===== src/hw/rtl/vln_pkg.sv =====
package vln_pkg;

  localparam int LANES      = 4;
  localparam int COMP_W     = 16;
  localparam int SQ_W       = 31;
  localparam int SUM_W      = 33;
  localparam int TOL_W      = 20;
  localparam int MAG_W      = 17;

  // Per-lane scaling: restoring search for u = floor(c * 2^14 / sqrt(S)).
  localparam int NORM_STEPS = 15;
  localparam int ND_W       = 59;
  localparam int NQ_W       = 47;
  localparam int NT_W       = 64;
  localparam int NR_W       = 61;

  // Length: restoring square root of S.
  localparam int MAG_STEPS  = 17;
  localparam int MD_W       = 33;
  localparam int MT_W       = 35;

  // Register stages from input transfer to the output register.
  localparam int PIPE_DEPTH = 21;
  // Pass decision is made at stage 3 and held until stage 20.
  localparam int PASS_LEN   = PIPE_DEPTH - 3;

  localparam int IN_TDATA_W  = 64;
  localparam int OUT_TDATA_W = 88;

  localparam logic [SUM_W-1:0] ONE_SQ    = SUM_W'(64'd1 << 28);
  localparam logic [TOL_W-1:0] TOL_RESET = TOL_W'(2684);

  localparam logic signed [COMP_W:0]   UNIT_MAX_WIDE = 17'sd32767;
  localparam logic signed [COMP_W-1:0] UNIT_MAX      = 16'sh7FFF;

  typedef logic signed [COMP_W-1:0] comp_t;

  typedef struct packed {
    comp_t unit;
    comp_t raw;
  } lane_out_t;

endpackage


===== src/hw/rtl/vln_isqrt.sv =====
module vln_isqrt (
  input  logic                        clk,
  input  logic                        en,
  input  logic [vln_pkg::SUM_W-1:0]   sum,
  output logic [vln_pkg::MAG_W-1:0]   mag
);

  localparam int STEPS = vln_pkg::MAG_STEPS;
  localparam int MD_W  = vln_pkg::MD_W;
  localparam int MT_W  = vln_pkg::MT_W;
  localparam int R_W   = vln_pkg::MAG_W;

  // Each stage holds the remainder S - r*r and the partial root r.
  logic [MD_W-1:0] d_st  [STEPS];
  logic [R_W-1:0]  r_st  [STEPS];
  logic [MD_W-1:0] d_nx  [STEPS];
  logic [R_W-1:0]  r_nx  [STEPS];

  always_comb begin
    logic [MD_W-1:0] d_in;
    logic [R_W-1:0]  r_in;
    logic [MT_W-1:0] t;
    int              b;
    for (int k = 0; k < STEPS; k++) begin
      b = STEPS - 1 - k;
      if (k == 0) begin
        d_in = sum;
        r_in = '0;
      end else begin
        d_in = d_st[k-1];
        r_in = r_st[k-1];
      end
      t = (MT_W'(r_in) << (b + 1)) + (MT_W'(1) << (2 * b));
      if (t <= MT_W'(d_in)) begin
        d_nx[k] = d_in - t[MD_W-1:0];
        r_nx[k] = r_in | (R_W'(1) << b);
      end else begin
        d_nx[k] = d_in;
        r_nx[k] = r_in;
      end
    end
  end

  // Round to nearest: step up when the remainder exceeds the root.
  logic round_up;
  assign round_up = d_st[STEPS-1] > MD_W'(r_st[STEPS-1]);

  always_ff @(posedge clk) begin
    if (en) begin
      for (int k = 0; k < STEPS; k++) begin
        d_st[k] <= d_nx[k];
        r_st[k] <= r_nx[k];
      end
      mag <= r_st[STEPS-1] + R_W'(round_up);
    end
  end

endmodule


===== config.mk =====
export PLATFORM = sky130hd
export DESIGN_NAME = vln_isqrt
export DESIGN_NICKNAME = d
export VERILOG_FILES = /design/src/hw/rtl/vln_pkg.sv /design/src/hw/rtl/vln_isqrt.sv
export SDC_FILE = /design/constraint.sdc
export NUM_CORES = 1
export LEC_CHECK = 0
export ABC_CLOCK_PERIOD_IN_PS = 3120
export BUFFER_PORTS_ARGS = -buffer_cell sky130_fd_sc_hd__buf_2
export CAP_MARGIN = 15
export CORE_UTILIZATION = 48
export CTS_CLUSTER_SIZE = 30
export DETAILED_ROUTE_END_ITERATION = 12
export PLACE_DENSITY = 0.73
export SLEW_MARGIN = 20
export SYNTH_ARGS = -nofsm -noshare
export SYNTH_HDL_FRONTEND = slang
export SYNTH_SLANG_ARGS = --single-unit

===== constraint.sdc =====
create_clock -name clk -period 3.12 [get_ports clk]
set_input_delay 0.156 -clock clk [delete_from_list [all_inputs] [get_ports clk]]
set_output_delay 0.156 -clock clk [all_outputs]
set_load 0.01 [all_outputs]

==> flow_summary.ini, run 1 <==
[synth]
synth-edff-count = 731
yosysWarnings = 0
synth_ff_type = edfxtp_1
synth_largest_area_cell = edfxtp_1
async_flop_share_pct = 0
synth_top_area_share_pct = 62.8
syn-cell-area_um2 = 35000
synthTopCellsByArea = edfxtp_1 (63%), ha_1 (6.7%), xnor2_1 (3.4%), xor2_1 (2.6%), inv_1 (2.5%)
synth-simple-area-share_pct = 11.4
synth_xor_area_share_pct = 5.99
synthMostInstantiatedCell = edfxtp_1
syn-instance-count = 2722
syn_area_per_cell_um2 = 12.8
synthAdderAreaFrac_pct = 6.75
synth_top_family_by_area = simple AND/OR/NAND/NOR gates
synth.area.mux_share_pct = 1.22
synth-compound-area-share_pct = 8.86
seq_area_frac_synth_pct = 62.8
synth_seq_cells = 731
synthTopCellsByCount = edfxtp_1 (731), inv_1 (230), nand2_1 (192)
syn-num-nets = 2945
synth_cell_type_count = 79

[setup_path]
cp-start-kind = flop
cpMaxStageDelayCell = or4_1
endpoint_kind = flop
critPathMaxStageDelay_ns = 0.43
crit_type = reg -> reg
crit_family = simple AND/OR/NAND/NOR gates
crit_chain = inv_2, ha_4, buf_6, nor2b_1, o31a_1, o31a_1, o22ai_1, buf_4, o21ai_1, or3_4, or4_1, xnor2_1
path_buf_inv = 3
cp_max_fo = 3
crit_top_cell = o31a_1
cp_data_required_time_ns = 3.46
arrival_ns = 3.41

[finish]
syn_to_final_growth_pct = 17.3
fillers = 5544
layout.nets = 3252
drive_gt1_share_pct = 15.3
antennaDiodeCount = 0
fin_area_um2 = 41000

[sta]
hold_viol = 0
post-route-period-util_pct = 98.5
finalSetupViolCount = 0
min_period_ns = 3.07
skew_ns = 0.0472
clock.fmax_ghz = 0.325
slew_headroom_pct = 59.1
tightest_slew_ns = 0.608
grt_setup_unrepaired = true
final_max_slew_viol_count = 0

[routing]
wirelength_um = 74200
wl_per_cell_um = 18.4
viasPerCell = 5.58
drc = 0
drtIter0Drc = 1423
antenna_left = 0
via_count = 22500
first_pass_iters = 5

[run_status]
outcome = complete, no violations

[global_route]
grt_max_degree = 119
antenna_found_initial = 1
grt_pass1_wl_um = 118000
track_usage_pct = 19.9
grt.overflow.total = 0
grt_pass1_vias = 22800

[cts]
cts.sinks = 731
cts_root_buf = clkbuf_16
numCtsBuffers = 77
clk_pin_slew_ns = 0.06
cts_max_level = 3
clk_path_buf_depth = 3
cts_tree = done
clkLatencyLatePin_ns = 0.63

[pwr]
leakagePower_nw = 15.7
fin_total_pwr_w = 0.0276
p_per_area_nw_per_um2 = 674
vdd_ir_drop_max_v = 0.000665

[placement]
dpl-instance-area_um2 = 37700
place.gp.congestion = 0.889
dpl.hpwl_um = 54200
portBuffers = 51

[floorplan]
ioPinCount = 52
row_count = 98
die_area_um2 = 73900
core_um2 = 71700
initial_core_util_pct = 48.7
die_x_um = 272
die_y_um = 272

[run]
cap_violations = 0

[worst_hold_path]
hold_class = in -> reg
per-layer routing:
| metal | vias up | track usage, % | part of all wire, % |
|---|---|---|---|
| li1 | 10800 | - | - |
| met1 | 11000 | 23.3 | 40 |
| met2 | 549 | 36.7 | 53 |
| met3 | 163 | 3.01 | 4.0 |
| met4 | 0 | 7.48 | 3.5 |
| met5 | - | 0 | 0 |
state kept, by name, summed over array words and instances, names as in the netlist:
| signal | cells |
|---|---|
| d_st | 561 |
| mag | 17 |
| r_st | 153 |
worst reg2reg max path, stage by stage, from the launching register on:
cell and delay (ns):
edfxtp_1 0.40, inv_2 0.09, ha_4 0.21, buf_6 0.11
nor2b_1 0.14, o31a_1 0.31, o31a_1 0.27, o22ai_1 0.13
buf_4 0.14, o21ai_1 0.08, or3_4 0.36, or4_1 0.43
xnor2_1 0.14
logic make-up (layout without fill, tap and decap cells):
| logic type | after synthesis | count (layout) |
|---|---|---|
| adder cells (fa/ha/maj) | 188 | 188 |
| other | 1 | 1 |
| flip-flops | 731 | 731 |
| buffers and inverters | 274 | 638 |
| multiplexers | 39 | 39 |
| AO/OA/AOI/OAI | 485 | 485 |
| XOR/XNOR | 239 | 239 |
| AND/OR/NAND/NOR | 765 | 765 |
area by class of cell:
type,count,area [um^2],area share [%]
Sequential cell,731,22000,53.5
Multi-Input combinational cell,1717,12400,30.2
Timing Repair Buffer,271,2130,5.18
Clock buffer,90,1980,4.82
Tap cell,950,1190,2.90
Inverter,231,867,2.11
Clock inverter,46,527,1.28
through the flow:
stage	setup slack [ns]	hold WS, ns	instances	util [%]	setup TNS (ns)
2_1_floorplan	0.0995	0.255	2722	-	0
3_3_place_gp	-0.118	0.332	3851	52.5	-0.348
3_5_place_dp	-0.243	0.334	3851	52.5	-2.04
4_1_cts	0.00589	0.181	4026	56.6	0
5_1_grt	-0.0621	0.198	4036	57.2	-0.116
6_report	0.0476	0.218	4036	57.2	0
power by group:
part | leakage [nW] | internal [W] | total, W | switching [W]
sequential | 7.02 | 0.0125 | 0.0134 | 0.000923
combinational | 7.51 | 0.00242 | 0.00528 | 0.00286
clock | 1.21 | 0.00511 | 0.00895 | 0.00384
layout by cell type, fill, tap and decap left out, types with 101 or more instances in the layout:
| cell type | instances |
|---|---|
| xnor2_1 | 135 |
| nand2_1 | 190 |
| edfxtp_1 | 731 |
| xor2_1 | 104 |
| o21ai_0 | 148 |
| nor2_1 | 139 |
| buf_4 | 174 |
| a21oi_1 | 101 |
| ha_1 | 175 |
| inv_1 | 228 |
final timing paths:
path | startpoint | end | slack, ns | depth (start not counted)
min | sum[16] | d_st[0][16] | 0.22 | 2
max | r_st[0][208] | d_st[0][453] | 0.05 | 12
min reg2reg | d_st[0][277] | d_st[0][310] | 0.43 | 0
max reg2reg | r_st[0][208] | d_st[0][453] | 0.05 | 12
repair_timing:
item,in CTS,in global routing
hold buffers,34,0
resized for setup,19,73
setup endpoints to repair,23,96
setup buffers,5,10
endpoints found under the hold margin,75,0
pin swaps,10,22
No activity file was read; power rests on OpenSTA's default activity.
==> run 2, diff against run 1 <==
- CORE_ASPECT_RATIO: not set -> 1.2
==> run 2 against run 1 <==
Largest cell class unchanged. Register-to-register slack barely moved. Die area about the same. First-iteration DRC count down 4.7%. Critical path type unchanged. Worst hold slack lost 0.0056 ns. Sequential cell count is the same. Setup slack got worse by 0.0032 ns. Maximum frequency decreased by 0.10%. Non-clock buffer count decreased by 11. Sequential power barely moved. Global-route usage fell by 0.16 points. Total power grew 0.26%.
==> flow_summary.ini, run 2 (synthesized netlist as in run 1, its figures left out) <==
[pwr]
leakagePower_nw = 15.7
p_int_w = 0.0201
p_sw_w = 0.00759
p_per_area_nw_per_um2 = 675
seqPwrFrac_pct = 48.2
vdd_ir_drop_max_v = 0.000623
combPwrFrac_pct = 19.3
netSwitchingFraction_pct = 27.4
clkPwrFrac_pct = 32.6

[sta]
hold_ws_ns = 0.212
min_period_ns = 3.08
grt_setup_unrepaired = true
tightest_slew_ns = 0.721
final_max_slew_viol_count = 0
post-route-period-util_pct = 98.6
hold_viol = 0
finalSetupViolCount = 0
slew_headroom_pct = 51.5
skew_ns = 0.0422
clock.fmax_ghz = 0.325

[cts]
numCtsBuffers = 76
clkLatencyLatePin_ns = 0.64
clk_path_buf_depth = 3
cts.sinks = 731
cts_tree = done
clk_pin_slew_ns = 0.06
cts_max_level = 3
cts_root_buf = clkbuf_16

[global_route]
antenna_found_initial = 0
grt_pass1_vias = 23500
grt_pass1_wl_um = 115000
track_usage_pct = 19.8
grt_max_degree = 120
grt.overflow.total = 0

[worst_hold_path]
min_from = sum[0]
hold_class = in -> reg

[floorplan]
core_um2 = 72200
initial_core_util_pct = 48.4
die_x_um = 248
ioPinCount = 52
row_count = 108
die_y_um = 298
die_area_um2 = 73900

[setup_path]
endpoint_kind = flop
reg2reg_from = d_st[0][416]
arrival_ns = 3.43
cp_data_required_time_ns = 3.47
cp_max_fo = 5
cp-start-kind = flop
crit_type = reg -> reg
crit_path_start = d_st[0][416]

[routing]
first_pass_iters = 7
viasPerCell = 5.55
via_count = 22300
wl_per_cell_um = 18.2
drc = 0
drtIter0Drc = 1356
wirelength_um = 72900
antenna_left = 0

[finish]
largest_register_ffs = 561
mostFrequentLayoutCells = edfxtp_1 (731), inv_1 (228), nand2_1 (191)
syn_to_final_growth_pct = 17.4
reg_top3 = d_st (561), r_st (153), mag (17)
antennaDiodeCount = 0
drive_gt1_share_pct = 15.0
layout.cells.most_common = edfxtp_1
layout.nets = 3240
fin_area_um2 = 41000
final_util_pct = 56.9
largest-register = d_st

[placement]
place.gp.congestion = 0.949
dpl-instance-area_um2 = 37600
dpl.hpwl_um = 53100
portBuffers = 51

[run]
cap_violations = 0

[run_status]
outcome = complete, no violations
[run 2: repair_timing]
item | 4_1_cts | 5_1_grt
resized for setup | 34 | 82
setup endpoints to repair | 59 | 102
pin swaps | 7 | 33
hold endpoints to repair | 37 | 0
setup buffers | 3 | 9
hold buffers | 34 | 0
[run 2: through the flow]
stage / cells / power (W) / setup slack [ns] / TNS [ns]
finish: 4013 / 0.0277 / 0.0444 / 0
global route: 4013 / 0.0289 / -0.0543 / -0.347
CTS: 4005 / 0.0277 / 0.00624 / 0
detailed placement: 3829 / 0.0186 / -0.501 / -8.01
global placement: 3829 / 0.0182 / -0.347 / -4.53
floorplan: 2722 / 0.0167 / 0.0995 / 0
[run 2: final timing paths]
path              slack [ns]  cells past startpoint           end
hold reg to reg         0.44                      0  d_st[0][306]
setup reg to reg        0.04                      9  d_st[0][453]
hold / removal          0.21                      2    d_st[0][0]
setup / recovery        0.04                      9  d_st[0][453]
[run 2: critical path: stages (launching register included)]
cell      delay (ns)
edfxtp_1        0.39
ha_1            0.36
and3_4          0.21
nand3_1         0.12
or4_4           0.57
nand4_1         0.13
a41oi_2         0.07
or3_4           0.42
or4_4           0.42
xnor2_1         0.13
[run 2: final cells by class]
| type | count | area, um^2 |
|---|---|---|
| multi-input combinational | 1717 | 12500 |
| sequential | 731 | 22000 |
| timing repair buffer | 260 | 2040 |
| tap | 935 | 1170 |
| clock buffer | 95 | 1970 |
| inverter | 231 | 867 |
| clock inverter | 44 | 547 |
| fill | 5461 | 31100 |
[run 2: layer usage]
layer,up-vias,track usage (%),share of wire (%)
met3,238,2.81,3.1
met5,-,0,0
met2,542,39.9,58
met4,0,14.2,6.9
li1,10700,-,-
met1,10700,16.9,32
[run 2: power by group through the flow]
stage | Sequential, W | Clock [W] | Combinational (W)
after floorplan | 0.0132 | 0 | 0.00354
after global placement | 0.0134 | 0 | 0.00481
after detailed placement | 0.0135 | 0 | 0.00506
after CTS | 0.0133 | 0.00919 | 0.00518
after global routing | 0.0135 | 0.00959 | 0.00587
final | 0.0133 | 0.00902 | 0.00533
