$ cat src/hw/rtl/vln_pkg.sv
package vln_pkg;

  localparam int LANES      = 4;
  localparam int COMP_W     = 16;
  localparam int SQ_W       = 31;
  localparam int SUM_W      = 33;
  localparam int TOL_W      = 20;
  localparam int MAG_W      = 17;

  // Per-lane scaling: restoring search for u = floor(c * 2^14 / sqrt(S)).
  localparam int NORM_STEPS = 15;
  localparam int ND_W       = 59;
  localparam int NQ_W       = 47;
  localparam int NT_W       = 64;
  localparam int NR_W       = 61;

  // Length: restoring square root of S.
  localparam int MAG_STEPS  = 17;
  localparam int MD_W       = 33;
  localparam int MT_W       = 35;

  // Register stages from input transfer to the output register.
  localparam int PIPE_DEPTH = 21;
  // Pass decision is made at stage 3 and held until stage 20.
  localparam int PASS_LEN   = PIPE_DEPTH - 3;

  localparam int IN_TDATA_W  = 64;
  localparam int OUT_TDATA_W = 88;

  localparam logic [SUM_W-1:0] ONE_SQ    = SUM_W'(64'd1 << 28);
  localparam logic [TOL_W-1:0] TOL_RESET = TOL_W'(2684);

  localparam logic signed [COMP_W:0]   UNIT_MAX_WIDE = 17'sd32767;
  localparam logic signed [COMP_W-1:0] UNIT_MAX      = 16'sh7FFF;

  typedef logic signed [COMP_W-1:0] comp_t;

  typedef struct packed {
    comp_t unit;
    comp_t raw;
  } lane_out_t;

endpackage

$ cat src/hw/rtl/vln_merge.sv
module vln_merge (
  input  logic                              clk,
  input  logic                              en,
  input  vln_pkg::lane_out_t                lane_res [vln_pkg::LANES],
  input  logic                              pass,
  input  logic [vln_pkg::MAG_W-1:0]         mag,
  output logic [vln_pkg::OUT_TDATA_W-1:0]   tdata,
  output logic                              tuser
);

  localparam int CW    = vln_pkg::COMP_W;
  localparam int LANES = vln_pkg::LANES;
  localparam int PAD_W = vln_pkg::OUT_TDATA_W - LANES * CW - vln_pkg::MAG_W;

  always_ff @(posedge clk) begin
    if (en) begin
      for (int i = 0; i < LANES; i++) begin
        tdata[i*CW +: CW] <= pass ? lane_res[i].raw : lane_res[i].unit;
      end
      tdata[LANES*CW +: vln_pkg::MAG_W] <= mag;
      tdata[vln_pkg::OUT_TDATA_W-1 -: PAD_W] <= '0;
      tuser <= pass;
    end
  end

endmodule

$ cat config.mk
export PLATFORM = sky130hd
export DESIGN_NAME = vln_merge
export DESIGN_NICKNAME = d
export VERILOG_FILES = /design/src/hw/rtl/vln_pkg.sv /design/src/hw/rtl/vln_merge.sv
export SDC_FILE = /design/constraint.sdc
export NUM_CORES = 1
export LEC_CHECK = 0
export BUFFER_PORTS_ARGS = -buffer_cell sky130_fd_sc_hd__buf_2
export CORE_MARGIN = 2
export CORE_UTILIZATION = 35
export DETAILED_ROUTE_END_ITERATION = 8
export PLACE_DENSITY = 0.69
export SLEW_MARGIN = 15
export SYNTH_ARGS = -nofsm -noshare
export SYNTH_HDL_FRONTEND = slang
export SYNTH_SLANG_ARGS = --single-unit
$ cat constraint.sdc
create_clock -name clk -period 1.35 [get_ports clk]
set_input_delay 0.27 -clock clk [delete_from_list [all_inputs] [get_ports clk]]
set_output_delay 0.27 -clock clk [all_outputs]
set_load 0.01 [all_outputs]
==> results of run 1 <==
-- synth_stat cells, drive strengths merged --
| master | instances |
|---|---|
| buf | 14 |
| mux2 | 64 |
| conb | 1 |
| edfxtp | 82 |
-- per-layer routing --
| layer | vias to the layer above | global-route usage (%) | wire [µm] |
|---|---|---|---|
| li1 | 1088 | - | - |
| met1 | 1086 | 14.3 | 2930 |
| met2 | 125 | 24.2 | 4020 |
| met3 | 10 | 3.22 | 640 |
| met4 | 0 | 7.14 | 149 |
| met5 | - | 0 | 0 |
-- through the flow --
step | hold WS [ns] | utilization (%) | cells | power, µW | worst slack, ns
6_report | 0.0947 | 49.6 | 539 | 5730 | 0.170
5_1_grt | 0.0784 | 49.6 | 539 | 5970 | 0.134
4_1_cts | 0.0702 | 49.6 | 539 | 5820 | 0.145
3_5_place_dp | 0.449 | 47.8 | 524 | 4140 | 0.0284
3_3_place_gp | 0.446 | 47.8 | 524 | 4110 | 0.0450
2_1_floorplan | 0.369 | - | 167 | 3650 | 0.214
-- final timing paths --
check / start / endpoint / slack (ns) / cells after the start
worst max-delay path: tdata[59]$_DFFE_PP_ / tdata[59] / 0.17 / 1
worst min-delay path: mag[7] / tdata[71]$_DFFE_PP_ / 0.09 / 1
-- area by class of cell --
cell class                 count  area [µm²]
clock buffer                  11         131
sequential                    82        2460
clock inverter                 4        43.8
multi-input combinational     71         972
tap                          136         170
timing repair buffer         235        1250
fill                         907        5110
-- registers in the layout, indices dropped and copies added (netlist names) --
register,count
tdata,81
tuser,1
-- power by group --
part,internal (µW),leakage (µW),switching (µW),total (µW)
Clock,835,0.0000906,835,1670
Sequential,3060,0.000803,51.3,3110
Combinational,535,0.00148,414,948
Total,4430,0.00237,1300,5730
-- cells by family after synthesis --
| kind of cell | synth area share, % |
|---|---|
| other | 0.104 |
| multiplexers | 26.3 |
| flip-flops | 68.5 |
| buffers and inverters | 5.11 |
==> qor.txt, run 1 <==
Slew Viols, Final - 0
Drt first pass iters - 5
PortBufs - 229
Critical path's slowest cell - edfxtp_1
CORE AREA - 10100 µm²
ANT nets after route - 0
Sink Count - 82
WP data required - 1.08 ns
Final hold vios - 0
Min Tclk post-route - 1.18 ns
1st-iter DRT viols - 84
Grt ovf - 0
Area grow syn2layout - 39.8%
I/O Pins - 237
CP Class - flop to output port
Hold WC Path Type - input pin to flop
Cells after Synth - 161
Largest net degree at the start of global routing - 38
Peak supply drop - 0.535 mV
Most frequent cells in the layout - buf_2, edfxtp_1, mux2_4, clkbuf_8, conb_1
Top cell type's share of synthesized area - 68.5%
Outcome - finished, final reports clean
Row count - 37
Remaining DRCs - 0
Initial antenna violation count - 0
Yosys cell types - 7
Max Clk Rate - 0.848 GHz
Worst EP arrival - 0.91 ns
Cts hold-fix bufs - 0
Global-route wire length before repair - 11300 µm
Clock root buffer - clkbuf_8
Die area - 11100 µm²
Initial core utilization - 35.5%
Crit-path max FO - 1
Sequential area share after synthesis - 68.5%
Pwr Density - 1140 nW/µm²
Cell family with most CP delay - flip-flops
RSZ-0062 raised after global routing - false
CTS tree - built
Number of setup buffers added after CTS - 0
Nets - 547
Ant. Diodes - 0
DP HPWL - 5940 µm
Synth area leader - edfxtp_1
Vias - 2309
Number of global-route vias before repair - 2376
Max-cap check violation count - 0
Longest Clk Path Bufs - 2
Yosys reg bits - 82
Syn. warnings - 0
Final setup fails - 0
Routed wire length - 7750 µm
Area of all placed cells without fillers - 5030 µm²
Die width - 105 µm
CP peak stage delay - 0.41 ns
Synth Cell Area - 3600 µm²
Most common cell after layout, fill and taps aside - buf_2
Clock transition at path regs - 0.08 ns
Final GP Congestion - 0.726
Leakage power - 0.00237 µW
Via density - 4.28
Post-DP Area - 4850 µm²
Total number of H-tree levels - 3
Num CTS Buffers - 9
Buf+Inv Stages, Crit Path - 1
Crit start category - flop
GRT Overall Usage - 13.4%
Tcrit/Tclk final - 87.4%
Worst Setup End Kind - output port
Largest cells by area after synthesis - edfxtp_1, mux2_4, buf_12
Die Y - 105 µm
Setup TNS - 0 ns
Mean Syn Cell Area - 22.3 µm²
Post-DR wirelength/cell - 14.4 µm
# resized after CTS - 0
Critical-path cell list - buf_2
Layout cells sized above 1 - 77.2%
No activity file was read; power rests on OpenSTA's default activity.
==> run 2: changes to the inputs <==
Settings changed: ABC_AREA from default to 1, CAP_MARGIN from default to 25, PLACE_DENSITY 0.69 to 0.7.
==> run 2 against run 1 <==
  * Core utilization rose by 2.0 points
  * Power fell by 3.6%
  * Clock power fell by 7%
  * Die area fell by 6.2%
  * Sequential cell count did not move
  * Sequential share of layout area rose by 2.5 points
  * First-iteration DRC count fell by 9.5%
  * Synthesized cell count rose by 84%
  * Critical path depth did not move
  * Worst setup slack improved by 0.022 ns
  * Design area fell by 4.8%
  * Critical endpoint is now tdata[61]
  * Non-clock buffer count rose by 1
==> qor.txt, run 2 <==
Outcome - finished, final reports clean
Sequential area share after synthesis - 73.2% (+4.7 points)
I/O Pins - 237 (unchanged)
Final hold vios - 0 (unchanged)
Die Y - 102 µm (-3.2%)
Peak supply drop - 0.527 mV (-1.4%)
Number of global-route vias before repair - 2801 (+18%)
Remaining DRCs - 0 (unchanged)
Cells after Synth - 296 (+84%)
Most frequent cells in the layout - buf_2, nand2_1, edfxtp_1, clkbuf_8, conb_1
Row count - 35 (-5.4%)
Syn. warnings - 0 (unchanged)
Die width - 102 µm (-3.2%)
Final GP Congestion - 0.814 (+12%)
Synth area leader - edfxtp_1
Hold WC Path Type - input pin to flop
Top cell type's share of synthesized area - 73.2% (+4.7 points)
Max FFs per register - 81 (unchanged)
Number of setup buffers added after CTS - 0 (unchanged)
Mean Syn Cell Area - 11.4 µm² (-49%)
Initial antenna violation count - 0 (unchanged)
Setup slack after layout - 0.192 ns (+0.0221 ns)
Pre-CTS setup slack - 0.197 ns (+0.168 ns)
Most common cell in the netlist - nand2_1
Cell family with most CP delay - flip-flops
Via density - 4.24 (-1.0%)
Sink Count - 82 (unchanged)
Pwr Density - 1150 nW/µm² (+1.2%)
GRT Overall Usage - 16.1% (+2.8 points)
CP Launch Point - tdata[61]$_DFFE_PP_
Total number of H-tree levels - 3 (unchanged)
Num CTS Buffers - 9 (unchanged)
Hold Crit Start - mag[5]
Area grow syn2layout - 42.3%
Biggest register - tdata
Final setup fails - 0 (unchanged)
Cts hold-fix bufs - 0 (unchanged)
Nets - 677 (+24%)
Initial core utilization - 36.2% (+0.76 points)
Longest Clk Path Bufs - 2 (unchanged)
Max Clk Rate - 0.864 GHz (+1.9%)
RSZ-0062 raised after global routing - false
Setup TNS - 0 ns (unchanged)
Max-cap check violation count - 0 (unchanged)
PortBufs - 229 (unchanged)
Synth Cell Area - 3360 µm² (-6.5%)
Yosys reg bits - 82 (unchanged)
CORE AREA - 9280 µm² (-8.4%)
Vias - 2816 (+22%)
Post-synth EDFFs - 82 (unchanged)
Post-DR wirelength/cell - 13.1 µm (-9.0%)
Worst Setup End Kind - output port
Clock root buffer - clkbuf_8
Leakage power - 0.00242 µW (+2.0%)
Drt first pass iters - 4 (-1)
Crit start category - flop
WP data required - 1.08 ns (about the same)
Min Tclk post-route - 1.16 ns (-0.0221 ns)
CP peak stage delay - 0.39 ns (-0.02 ns)
Critical-path cell list - buf_2
Global-route wire length before repair - 12700 µm (+12%)
Tcrit/Tclk final - 85.8% (-1.6 points)
CP Class - flop to output port
Most common library cells after synthesis - nand2_1, edfxtp_1, buf_4
Buf+Inv Stages, Crit Path - 1 (unchanged)
ANT nets after route - 0 (unchanged)
Crit-path max FO - 1 (unchanged)
Yosys cell types - 7 (unchanged)
Routed wire length - 8690 µm (+12%)
Synth Flop Type - edfxtp_1
Critical path's slowest cell - edfxtp_1
Largest net degree at the start of global routing - 41 (+7.9%)
FFs w/ async S/R, synth - 0% (unchanged)
Top Registers - tdata x81, tuser x1
Most common cell after layout, fill and taps aside - buf_2
Clock transition at path regs - 0.09 ns (about the same)
Slew Viols, Final - 0 (unchanged)
Grt ovf - 0 (unchanged)
Largest cells by area after synthesis - edfxtp_1, nand2_1, clkbuf_8
Die area - 10400 µm² (-6.2%)
1st-iter DRT viols - 76 (-9.5%)
Layout cells sized above 1 - 47.2% (-30 points)
CTS tree - built
# resized after CTS - 0 (unchanged)
DP HPWL - 6580 µm (+11%)
Worst EP arrival - 0.89 ns (-0.02 ns)
## run 2: metal layers
| metal | part of all wire, % | vias up | global-route usage [%] |
|---|---|---|---|
| met5 | 0 | - | 0 |
| met3 | 9.6 | 17 | 5.81 |
| met4 | 2.3 | 0 | 6.67 |
| li1 | - | 1413 | - |
| met2 | 53 | 145 | 30.1 |
| met1 | 35 | 1241 | 16.2 |
## run 2: layout make-up
cell class / count / area [µm²]
Antenna cell: 1 / 2.50
Clock buffer: 9 / 124
Clock inverter: 7 / 46.3
Fill cell: 906 / 4500
Inverter: 1 / 3.75
Multi-Input combinational cell: 199 / 747
Sequential cell: 82 / 2460
Tap cell: 129 / 161
Timing Repair Buffer: 236 / 1240
## run 2: where the power goes
part / switching [µW] / internal [µW] / leakage, µW
Combinational: 465 / 381 / 0.00154
Sequential: 53.7 / 3060 / 0.000800
Clock: 899 / 662 / 0.0000826
Total: 1420 / 4100 / 0.00242
## run 2: stage by stage
stage                     util, %  total power (µW)  hold WS (ns)  instances  area [µm²]
final                        51.5              5520        0.0946        664        4790
after global routing         51.5              5810        0.0608        663        4780
after CTS                    51.5              5630        0.0716        663        4780
after detailed placement     49.7              4040         0.448        647        4610
after global placement       49.7              4010         0.448        647        4610
after floorplan                 -              3530         0.369        302        3390
## run 2: worst paths after layout
| kind | to | slack (ns) | cells past startpoint |
|---|---|---|---|
| max | tdata[61] | 0.19 | 1 |
| min | tdata[69]$_DFFE_PP_ | 0.09 | 1 |
## run 2: cell families after synthesis
logic type / Yosys count / share of synthesized area, %
flip-flops: 82 / 73.2
buffers and inverters: 21 / 5.25
AND/OR/NAND/NOR: 192 / 21.4
other: 1 / 0.112
==> run 3: changes to the inputs <==
Settings changed: ABC_AREA 1 to default, CORE_UTILIZATION 35 to 42, PLACE_DENSITY 0.7 to 0.8.
==> run 3 against run 2 <==
  * Power increased by 12%
  * Global-route usage shrank 1.0 points
  * First-iteration DRC count decreased by 17%
  * Critical path depth unchanged
  * Count of clock-buffer cells in the layout did not move
  * Sequential power barely moved
  * Sequential cell count is the same
  * Sequential share of layout area decreased by 2.9 points
  * Die area shrank 10%
  * Maximum frequency decreased by 0.55%
  * Combinational power up 13%
  * Largest cell class unchanged
  * Highest routed layer unchanged
==> qor.txt, run 3 (same netlist as run 1, synthesis figures left out) <==
I/O Pins - 237 (unchanged)
Critical-path cell list - buf_2
ANT nets after route - 0 (unchanged)
CP peak stage delay - 0.40 ns (about the same)
Worst EP arrival - 0.89 ns (about the same)
Final hold vios - 0 (unchanged)
Post-DR wirelength/cell - 14.7 µm (+12%)
Initial antenna violation count - 0 (unchanged)
GR met3 Demand/Resource - 5.82% (about the same)
Via density - 4.42 (+4.3%)
Sink Count - 82 (unchanged)
Worst Setup End Kind - output port
Most frequent cells in the layout - buf_2, edfxtp_1, mux2_4, clkbuf_8
CORE AREA - 8260 µm² (-11%)
Fraction of power consumed by sequential logic - 50.5% (-5.9 points)
Area grow syn2layout - 41.1%
Crit-path max FO - 1 (unchanged)
Max-cap check violation count - 0 (unchanged)
Hold WC Path Type - input pin to flop
WP depth - 1 (unchanged)
Reg area - 2460 µm² (unchanged)
Net Sw Power - 1330 µW (-6.1%)
Setup TNS - 0 ns (unchanged)
Pre-CTS setup slack - 0.0698 ns (-0.127 ns)
Internal power - 4830 µW (+18%)
Layout cells sized above 1 - 77.9% (+31 points)
Grt ovf - 0 (unchanged)
Leakage power - 0.00242 µW (-0.12%)
CP Class - flop to output port
Die Y - 96.5 µm (-5.4%)
Crit start category - flop
Critical path's slowest cell - edfxtp_1
Largest net degree at the start of global routing - 44 (+7.3%)
Routed wire length - 7500 µm (-14%)
Pwr Density - 1210 nW/µm² (+5.2%)
Vias - 2264 (-20%)
Peak supply drop - 0.531 mV (+0.72%)
Number of global-route vias before repair - 2184 (-22%)
Total power - 6160 µW (+12%)
Initial core utilization - 43.5% (+7.3 points)
1st-iter DRT viols - 63 (-17%)
Switching part of the total power - 21.6% (-4.1 points)
GRT Overall Usage - 15.1% (-1.0 points)
Max FFs per register - 81 (unchanged)
Nets - 550 (-19%)
Global-route wire length before repair - 10400 µm (-18%)
WP data required - 1.08 ns (about the same)
Buf+Inv Stages, Crit Path - 1 (unchanged)
CTS tree - built
Number of setup buffers added after CTS - 0 (unchanged)
Die width - 96.5 µm (-5.4%)
Num CTS Buffers - 9 (unchanged)
Remaining DRCs - 0 (unchanged)
Final setup fails - 0 (unchanged)
Min Tclk post-route - 1.16 ns (+0.00641 ns)
Top Registers - tdata x81, tuser x1
Cell family with most CP delay - flip-flops
DP HPWL - 5930 µm (-9.9%)
Busiest grt layer - met2
Die area - 9320 µm² (-10%)
Final GP Congestion - 0.816 (+0.22%)
Global routing usage on met2 - 25.6% (-4.5 points)
Ant. Diodes - 0 (-1)
Total number of H-tree levels - 3 (unchanged)
Clock transition at path regs - 0.08 ns (about the same)
Multi-input logic area - 972 µm² (+30%)
Fin util - 61.5% (+9.9 points)
RSZ-0062 raised after global routing - false
Met1 GRT Util - 16.7% (+0.55 points)
Outcome - finished, final reports clean
Clock root buffer - clkbuf_8
Setup slack after layout - 0.186 ns (-0.00641 ns)
Fillers - 619 (-32%)
PortBufs - 229 (unchanged)
Biggest register - tdata
Hold path depth - 1 (unchanged)
Most common cell after layout, fill and taps aside - buf_2
Drt first pass iters - 4 (unchanged)
Slew Viols, Final - 0 (unchanged)
Tcrit/Tclk final - 86.2% (+0.48 points)
Max Clk Rate - 0.859 GHz (-0.55%)
Clock power share - 34.1% (+5.8 points)
# resized after CTS - 0 (unchanged)
Row count - 33 (-5.7%)
Longest Clk Path Bufs - 2 (unchanged)
Comb power frac - 15.5% (+0.2 points)
Cts hold-fix bufs - 0 (unchanged)
[run 3: changes by cell type in the layout (fill, tap and decap cells not counted)]
cell,delta
inv_6,+1
buf_12,+1
clkinv_2,-1
clkinv_4,-1
mux2_4,+60
mux2_2,+4
diode_2,-1
bufinv_16,+3
buf_2,-1
nand2_1,-192
buf_4,+2
clkinvlp_4,-2
inv_2,-1
[run 3: area by class of cell]
type                       instances  area share [%]
clock buffer                       9            2.44
timing repair buffer             238            25.0
multi-input combinational         71            19.2
tap                              105            2.59
sequential                        82            48.5
clock inverter                     7            2.29
[run 3: final timing paths]
check	from	end	slack, ns
setup / recovery	tdata[61]$_DFFE_PP_	tdata[61]	0.19
hold / removal	mag[15]	tdata[79]$_DFFE_PP_	0.10
[run 3: layer usage]
metal | wire length (µm) | up-vias
met5 | 0 | -
li1 | - | 1094
met2 | 3730 | 142
met4 | 111 | 0
met3 | 903 | 10
met1 | 2760 | 1018
[run 3: power by group through the flow]
| stage | sequential (µW) | clock (µW) | combinational [µW] |
|---|---|---|---|
| finish | 3110 | 2100 | 952 |
| global route | 3140 | 2280 | 1030 |
| CTS | 3110 | 2170 | 966 |
| detailed placement | 3170 | 0 | 966 |
| global placement | 3160 | 0 | 943 |
| floorplan | 3310 | 0 | 347 |
[run 3: metrics by stage]
step	std cells	hold WS, ns	instance area, µm²
floorplan	167	0.369	3620
global placement	496	0.447	4830
detailed placement	496	0.448	4830
CTS	512	0.0775	5070
global route	512	0.0770	5070
finish	512	0.104	5070
